==> src/rtl/ibre_cmpsub.sv <==
// Shared compare-and-subtract unit used for the store address reduction.
module ibre_cmpsub #(
	parameter int W = 8
) (
	input  logic [W-1:0] a,
	input  logic [W-1:0] b,
	output logic         ge,
	output logic [W-1:0] diff
);

	assign ge   = (a >= b);
	assign diff = a - b;

endmodule
==> config.mk <==
export PLATFORM = sky130hd
export DESIGN_NAME = ibre_cmpsub
export DESIGN_NICKNAME = d
export VERILOG_FILES = /design/src/rtl/ibre_cmpsub.sv
export SDC_FILE = /design/constraint.sdc
export NUM_CORES = 1
export LEC_CHECK = 0
export BUFFER_PORTS_ARGS = -buffer_cell sky130_fd_sc_hd__buf_2
export CAP_MARGIN = 20
export CORE_AREA = 3 3 40 42
export DETAILED_ROUTE_END_ITERATION = 8
export DIE_AREA = 0 0 43 45
export PLACE_DENSITY = 0.57
export SETUP_SLACK_MARGIN = 0.3
export SYNTH_ARGS = -nofsm -noshare
export SYNTH_HDL_FRONTEND = slang
export SYNTH_SLANG_ARGS = --single-unit
export TNS_END_PERCENT = 20
==> constraint.sdc <==
create_clock -name vclk -period 2
set_clock_uncertainty 0.05 [all_clocks]
set_input_delay 0.2 -clock vclk [all_inputs]
set_output_delay 0.2 -clock vclk [all_outputs]
set_load 0.05 [all_outputs]
==> flow_metrics.env <==
export IMPL_outcome="finished with violations"
export IMPL_failed_checks="negative setup slack"
export IMPL_cpPeakStageDelay_ns=0.35
export IMPL_finalWeightedCongestion=0.737
export IMPL_powerDensity_nw_per_um2=512
export IMPL_power_leakage_nw=0.379
export IMPL_ir_drop_mv=0.235
export IMPL_avgRoutedWirePerCell_microns=11.9
export IMPL_nClkBuffers=0
export IMPL_gr_total_overflow=0
export IMPL_required_ns=1.75
export IMPL_drc=0
export IMPL_crit_buf_inv=4
export IMPL_dpl_cell_count=101
export IMPL_critPathKind="in2out"
export IMPL_area_growth_synth_to_final_pct=88.2
export IMPL_crit_path_end_kind="output pin"
export IMPL_min_path_cells=4
export IMPL_io_buffers=25
export IMPL_grt_pass1_vias=507
export IMPL_start_kind="input pin"
export IMPL_timing_fmax_mhz=479
export IMPL_multi_input_area_sq_um=417
export IMPL_setup_slack_ns=-0.0873
export IMPL_avgSynthCellArea_sq_um=7.20
export IMPL_die_area_sq_um=1940
export IMPL_crit_end="diff[6]"
export IMPL_finalNetCount=113
export IMPL_antenna_found_initial=0
export IMPL_synthesis_area_sq_um=382
export IMPL_worstMarginPinSlew_ns=0.249
export IMPL_slowest_stage="a311o_1"
export IMPL_yosysWarnings=0
export IMPL_ys_seq_area_frac=0
export IMPL_synth_nets=78
export IMPL_hold_viol=0
export IMPL_design_seq_count=0
export IMPL_switchingPower_mw=0.223
export IMPL_rows=13
export IMPL_final_core_util=0.559
export IMPL_critPathLaunch="a[0]"
export IMPL_p_int_mw=0.144
export IMPL_drt_iter0_drc=4
export IMPL_syn_inst=53
export IMPL_diodes=0
export IMPL_holdBufCountCts=0
export IMPL_drt_wl_total_microns=1200
export IMPL_grt_pass1_wl_microns=1990
export IMPL_fin_setup_tns_ns=-0.0873
export IMPL_drv_slew=0
export IMPL_cap_violations=0
export IMPL_die_y_microns=45
export IMPL_start_util=0.297
export IMPL_ios=25
export IMPL_regArea_sq_um=0
export IMPL_drt_pass1_iterations=4
export IMPL_seqPwrFrac=0
export IMPL_cp_depth=10
export IMPL_drive_above_1_share=0.535
export IMPL_fin_cells=101
export IMPL_vias_per_cell=4.96
export IMPL_grt_usage=0.129
export IMPL_critPathTopFamily="compound AO/OA/AOI/OAI gates"
export IMPL_period_share=1.04
export IMPL_vias=501
export IMPL_hold_path_class="in2out"
export IMPL_arrival_ns=1.84
export IMPL_rsz0062_at_grt="yes"
export IMPL_setup_viol=1
export IMPL_ant_nets=0
export IMPL_place_ws_ns=-0.364
export IMPL_ys_types=23
export IMPL_min_period_ns=2.09
export IMPL_pwr_share_comb=1.000
export IMPL_crit_chain="buf_8, inv_12, ha_4, inv_2, fa_2, a21o_1, a311o_1, a21oi_4, xnor2_4, buf_6"
export IMPL_slew_headroom=0.835
export IMPL_clkPwrFrac=0
export IMPL_path_max_fanout=2
export IMPL_grt_max_degree=7
export IMPL_post_cts_setup_buffers=0
export IMPL_fp_coreArea_sq_um=1280
export IMPL_die_x_microns=43
export IMPL_power_share_switching=0.608
export IMPL_hpwl_microns=953
export IMPL_nFillCells=127
[kinds of logic (layout without fill, tap and decap cells)]
logic type | count (synthesis) | count (layout) | share of synthesized area
simple gates | 11 | 11 | 0.157
compound gates | 17 | 17 | 0.298
fa+ha+maj | 9 | 9 | 0.315
buf+inv | 12 | 45 | 0.138
xor+xnor | 4 | 4 | 0.0918
[worst min-delay path: cells and delay by family]
| kind | cells | cell delay (ns) |
|---|---|---|
| buf+inv | 3 | 0.34 |
| fa+ha+maj | 1 | 0.13 |
[layout make-up]
| cell class | instances | area share |
|---|---|---|
| Tap cell | 15 | 0.0261 |
| Timing Repair Buffer | 34 | 0.319 |
| Inverter | 11 | 0.0749 |
| Multi-Input combinational cell | 41 | 0.580 |
[what timing repair did]
item | 4_1_cts | 5_1_grt
cloned | 0 | 0
pin swaps | 8 | 6
resized for setup | 16 | 6
setup endpoints to repair | 6 | 6
[cell usage after synthesis]
| cell | count | area share |
|---|---|---|
| inv_1 | 11 | 0.11 |
| nor3_1 | 1 | 0.013 |
| a311o_1 | 1 | 0.026 |
| o21ai_0 | 2 | 0.026 |
| xor2_1 | 1 | 0.023 |
| a21o_1 | 3 | 0.059 |
| xnor2_1 | 3 | 0.069 |
| nor2_1 | 2 | 0.020 |
| ha_1 | 8 | 0.26 |
| buf_6 | 1 | 0.030 |
| nand4_1 | 2 | 0.033 |
| or4_1 | 1 | 0.020 |
| nand3_1 | 1 | 0.013 |
| nand2b_1 | 2 | 0.033 |
| fa_1 | 1 | 0.052 |
| a21oi_1 | 6 | 0.079 |
| nand2_1 | 1 | 0.0098 |
| and2_1 | 1 | 0.016 |
| o211ai_1 | 1 | 0.020 |
| a41oi_1 | 1 | 0.023 |
| a21oi_2 | 1 | 0.023 |
| a211oi_1 | 1 | 0.020 |
| a211o_1 | 1 | 0.023 |
[layer usage]
layer,global-route usage,wire length (microns),vias up
li1,-,-,253
met1,0.132,425,230
met2,0.266,690,16
met3,0.0159,69,2
met4,0.0422,16,0
met5,0,0,-
[power groups by stage]
stage	registers (mW)	clock network (mW)	logic, mW
finish	0	0	0.368
global route	0	0	0.393
floorplan	0	0	0.242
global placement	0	0	0.317
detailed placement	0	0	0.321
CTS	0	0	0.359
[through the flow]
stage,hold slack [ns],power (mW),instance area [sq um]
2_1_floorplan,0.641,0.242,435
6_report,0.812,0.368,718
3_5_place_dp,0.807,0.321,636
4_1_cts,0.809,0.359,701
3_3_place_gp,0.803,0.317,636
5_1_grt,0.835,0.393,718
[placed cells by master, fill, tap and decap left out, drive strengths merged]
master / n
a211oi: 1
a21oi: 7
a211o: 1
nor2: 2
o21ai: 2
nor3: 1
xnor2: 3
nand3: 1
xor2: 1
a21o: 3
nand2b: 2
buf: 34
inv: 11
nand4: 2
or4: 1
nand2: 1
fa: 1
and2: 1
a41oi: 1
o211ai: 1
a311o: 1
ha: 8
[worst min-delay path by stage]
stage,start,to,slack (ns)
2_1_floorplan,b[0],diff[0],0.64
3_3_place_gp,b[0],diff[0],0.80
6_report,b[0],diff[0],0.81
4_1_cts,b[0],diff[0],0.81
3_5_place_dp,b[0],diff[0],0.81
5_1_grt,b[0],diff[0],0.84
Note: power is estimated with default switching activity, not from simulation.
