### config.mk
export PLATFORM = sky130hd
export DESIGN_NAME = ibre_ram
export DESIGN_NICKNAME = d
export VERILOG_FILES = /design/src/rtl/ibre_ram.sv
export SDC_FILE = /design/constraint.sdc
export NUM_CORES = 2
export LEC_CHECK = 0
export BUFFER_PORTS_ARGS = -buffer_cell sky130_fd_sc_hd__buf_2
export CAP_MARGIN = 40
export CORE_UTILIZATION = 49
export CTS_BUF_LIST = sky130_fd_sc_hd__clkbuf_2 sky130_fd_sc_hd__clkbuf_4 sky130_fd_sc_hd__clkbuf_8
export CTS_CLUSTER_SIZE = 10
export DETAILED_ROUTE_END_ITERATION = 8
export PLACE_DENSITY = 0.67
export SLEW_MARGIN = 20
export SYNTH_ARGS = -nofsm -noshare
export SYNTH_HDL_FRONTEND = slang
export SYNTH_SLANG_ARGS = --single-unit
### constraint.sdc
create_clock -name clk -period 3.2 [get_ports clk]
set_input_delay 0.64 -clock clk [delete_from_list [all_inputs] [get_ports clk]]
set_output_delay 0.64 -clock clk [all_outputs]
set_load 0.02 [all_outputs]
### src/rtl/ibre_ram.sv
// Generic single-write, single-read RAM with registered read data.
module ibre_ram #(
	parameter int WIDTH = 8,
	parameter int DEPTH = 256
) (
	input  logic                     clk,
	input  logic                     we,
	input  logic [$clog2(DEPTH)-1:0] waddr,
	input  logic [WIDTH-1:0]         wdata,
	input  logic [$clog2(DEPTH)-1:0] raddr,
	output logic [WIDTH-1:0]         rdata
);

	logic [WIDTH-1:0] mem [DEPTH];

	always_ff @(posedge clk) begin
		if (we)
			mem[waddr] <= wdata;
		rdata <= mem[raddr];
	end

endmodule

==> impl_metrics.toml <==
[worst_hold_path]
hold_path_end = "mem[75][4]"
worst_hold_path_type = "in2reg"
hp-start = "wdata[4]"
hold-path-cell-count = 1

[placement]
dpl.cell_count = 6255
place_congestion = 0.879
io_buffers = 33
hpwl_um = 125000

[timing]
slew_violations = 0
final_critical_path_required_period_ps = 2830
worst_clock_skew_on_the_final_layout_ps = 61.5
number_of_endpoints_with_negative_hold_slack_in_the_final_report = 0
fmax_ghz = 0.353
layout_worst_path_cycle_share_pct = 88.6
setup_viol = 0
finalSetupTns_ps = 0
transition_time_at_the_pin_with_the_least_slew_margin_ps = 874
unrepaired_setup_endpoints_after_global_routing = "false"
slew-limit-headroom_pct = 41.2
fin_hold_ws_ps = 73.9

[global_routing]
first_pass_grt_wire_length_um = 285000
grt_pass1_vias = 41300
all_layer_gr_usage_pct = 24.2
grt_max_degree = 118
initial_antenna_violation_count = 14
global_route.overflow_total = 0

[finish]
area.growth.synth_to_final_pct = 16.5
most-common-layout-cells = "sky130_fd_sc_hd__edfxtp_1, sky130_fd_sc_hd__buf_4, sky130_fd_sc_hd__mux4_2"
stdcell_count = 6858
finish.utilization_pct = 57.6
layout-drive-gt1-share_pct = 33.8
layout_commonest_cell = "sky130_fd_sc_hd__edfxtp_1"
final_nets = 4466

[floorplanning]
die_h_um = 405
core_area_mm2 = 0.161
die-area_mm2 = 0.164
floorplan.initialDensity_pct = 49.4
row_count = 147
fp.dieW_um = 405
design.portCount = 34

[worst_setup_path]
cp_cell_sequence = "mux4_2 -> mux4_2 -> nor2b_1 -> nor4_1 -> buf_4 -> nor4_2"
critical_path.slowest_cell = "sky130_fd_sc_hd__nor4_1"
critPathRequiredTime_ps = 4090
rr_startpoint = "mem[83][0]"
crit_fanout = 1
crit_type = "reg2reg"
r2r_setup_slack_ps = 370
worst-r2r-cell-count = 6
critPathCaptureType = "flop"
worst_setup_path_startpoint = "mem[83][0]"
critical_path.most_common_cell = "sky130_fd_sc_hd__mux4_2"
setup.worst_path.start_class = "flop"
timing.rr.end = "rdata[0]"
worst-endpoint-arrival_ps = 3720
slowest_delay_ps = 770

[clocking]
clock_tree.buffer_depth = 4
tritoncts.num_buffers = 341
clk_latency_ps = 1040
cts_sink_cnt = 2056
cts.root.buffer_cell = "sky130_fd_sc_hd__clkbuf_8"
postCtsSetupRepairBufs = 0
cts.htree.levels = 5
cts-resized-gates = 0
tritoncts = "done"
worst_setup_hold_path_clk_slew_ps = 60

[synth]
ffs_latches_synth = 2056
synth_largest_type_area_fraction_pct = 77.3
ffs_w_async_s_r_synth_pct = 0
yosys-top-cells-area = "sky130_fd_sc_hd__edfxtp_1, sky130_fd_sc_hd__mux4_2, sky130_fd_sc_hd__mux2i_1, sky130_fd_sc_hd__nor2_1, sky130_fd_sc_hd__a22oi_1"
synthesized_area_mm2 = 0.0796
avgSynthCellArea_um2 = 21.3
count_of_flip_flops_with_a_built_in_enable_after_synthesis = 2048
yosys_warnings = 0
synth-seq-area-share_pct = 77.5
netlist_instances = 3733
net_count_after_synthesis = 3759
synth_top_cell_by_area = "sky130_fd_sc_hd__edfxtp_1"
netlist-cell-type-count = 55
prevailing_post_synth_register_cell = "sky130_fd_sc_hd__edfxtp_1"

[power]
static_leakage_nw = 30.0
pwr_density_cell_mw_per_mm2 = 594
p_total_mw = 55.0
worst_ir_drop_vdd_v = 0.000456

[route]
routed-via-count = 41200
antenna_violating_nets_post_route = 0
drt-total-wl_um = 196000
first_iter_violations = 5387
drc = 0
drt_pass1_iterations = 7
avgViaCountPerCell = 6.00
post_drt_wl_per_cell_um = 28.6

[outcome]
outcome = "complete, no violations"

[flow_run]
max-cap-violations = 0
stage by stage:
step | setup slack, ps | instance area (um2)
3_3_place_gp | -567 | 86100
5_1_grt | 358 | 92700
3_5_place_dp | -486 | 86100
2_1_floorplan | 622 | 79600
4_1_cts | 351 | 92600
6_report | 366 | 92700
layout make-up:
cell class	count	area [um2]
sequential	2056	61700
tap	2160	2700
inverter	2	7.51
multi-input combinational	1442	16500
clock inverter	126	783
clock buffer	465	5730
timing repair buffer	597	5280
fill	11700	68300
antenna	10	25.0
critical path, delay by kind of cell (launching register included):
family,cells,cell delay [ps]
buffers and inverters,1,290
muxes,2,1070
and+or+nand+nor,3,980
DFF,1,360
metal layers:
layer	track usage [%]	share of wire, %	vias to the layer above
met4	6.98	2.3	2
met5	0	0.0056	-
met2	38.3	48	2074
met3	4.86	9.3	351
met1	34.3	40	21600
li1	-	-	17200
flip-flops by register name (all words and copies together) (netlist names):
signal / count
mem: 2048
rdata: 8
how the worst max path moves through the flow:
| stage | to | slack, ps | cells after the start |
|---|---|---|---|
| final | rdata[0] | 370 | 6 |
| after global routing | rdata[0] | 360 | 6 |
| after CTS | rdata[0] | 350 | 6 |
| after detailed placement | rdata[0] | -490 | 8 |
| after global placement | rdata[5] | -570 | 9 |
| after floorplan | rdata[2] | 620 | 9 |
cell usage after synthesis, types with 5 or more instances:
cell type / count
sky130_fd_sc_hd__edfxtp_1: 2048
sky130_fd_sc_hd__mux4_2: 454
sky130_fd_sc_hd__nor2_1: 282
sky130_fd_sc_hd__mux2i_1: 134
sky130_fd_sc_hd__a22oi_1: 133
sky130_fd_sc_hd__clkbuf_1: 111
sky130_fd_sc_hd__a21oi_1: 96
sky130_fd_sc_hd__o221ai_1: 46
sky130_fd_sc_hd__nand3_1: 34
sky130_fd_sc_hd__nand2_1: 33
sky130_fd_sc_hd__buf_2: 31
sky130_fd_sc_hd__nor2b_1: 31
sky130_fd_sc_hd__o22ai_1: 28
sky130_fd_sc_hd__buf_4: 27
sky130_fd_sc_hd__nor4_1: 24
sky130_fd_sc_hd__buf_1: 22
sky130_fd_sc_hd__nor3_1: 22
sky130_fd_sc_hd__buf_6: 21
sky130_fd_sc_hd__a211oi_1: 16
sky130_fd_sc_hd__a221oi_1: 13
sky130_fd_sc_hd__buf_8: 13
sky130_fd_sc_hd__nand4_1: 10
sky130_fd_sc_hd__o211ai_1: 10
sky130_fd_sc_hd__o21ai_0: 10
sky130_fd_sc_hd__a22o_1: 8
sky130_fd_sc_hd__buf_12: 8
sky130_fd_sc_hd__dfxtp_1: 8
sky130_fd_sc_hd__nand2b_1: 8
sky130_fd_sc_hd__and2_1: 6
sky130_fd_sc_hd__o22a_1: 5
kinds of logic after synthesis:
family,synth area share (%)
multiplexers,14.6
flip-flops,77.5
AND/OR/NAND/NOR,2.63
buffers and inverters,1.83
AO/OA/AOI/OAI,3.42
report_power, final:
| group | internal, mW | switching [mW] | total [mW] | leakage [nW] |
|---|---|---|---|---|
| Clock | 12.3 | 10.1 | 22.3 | 3.46 |
| Combinational | 1.13 | 1.82 | 2.95 | 8.11 |
| Sequential | 29.7 | 0.0651 | 29.8 | 18.5 |
what timing repair did:
item,4_1_cts,5_1_grt
hold buffers,2,0
endpoints found under the setup margin,0,0
hold endpoints to repair,57,0
Note: power is estimated with default switching activity, not from simulation.
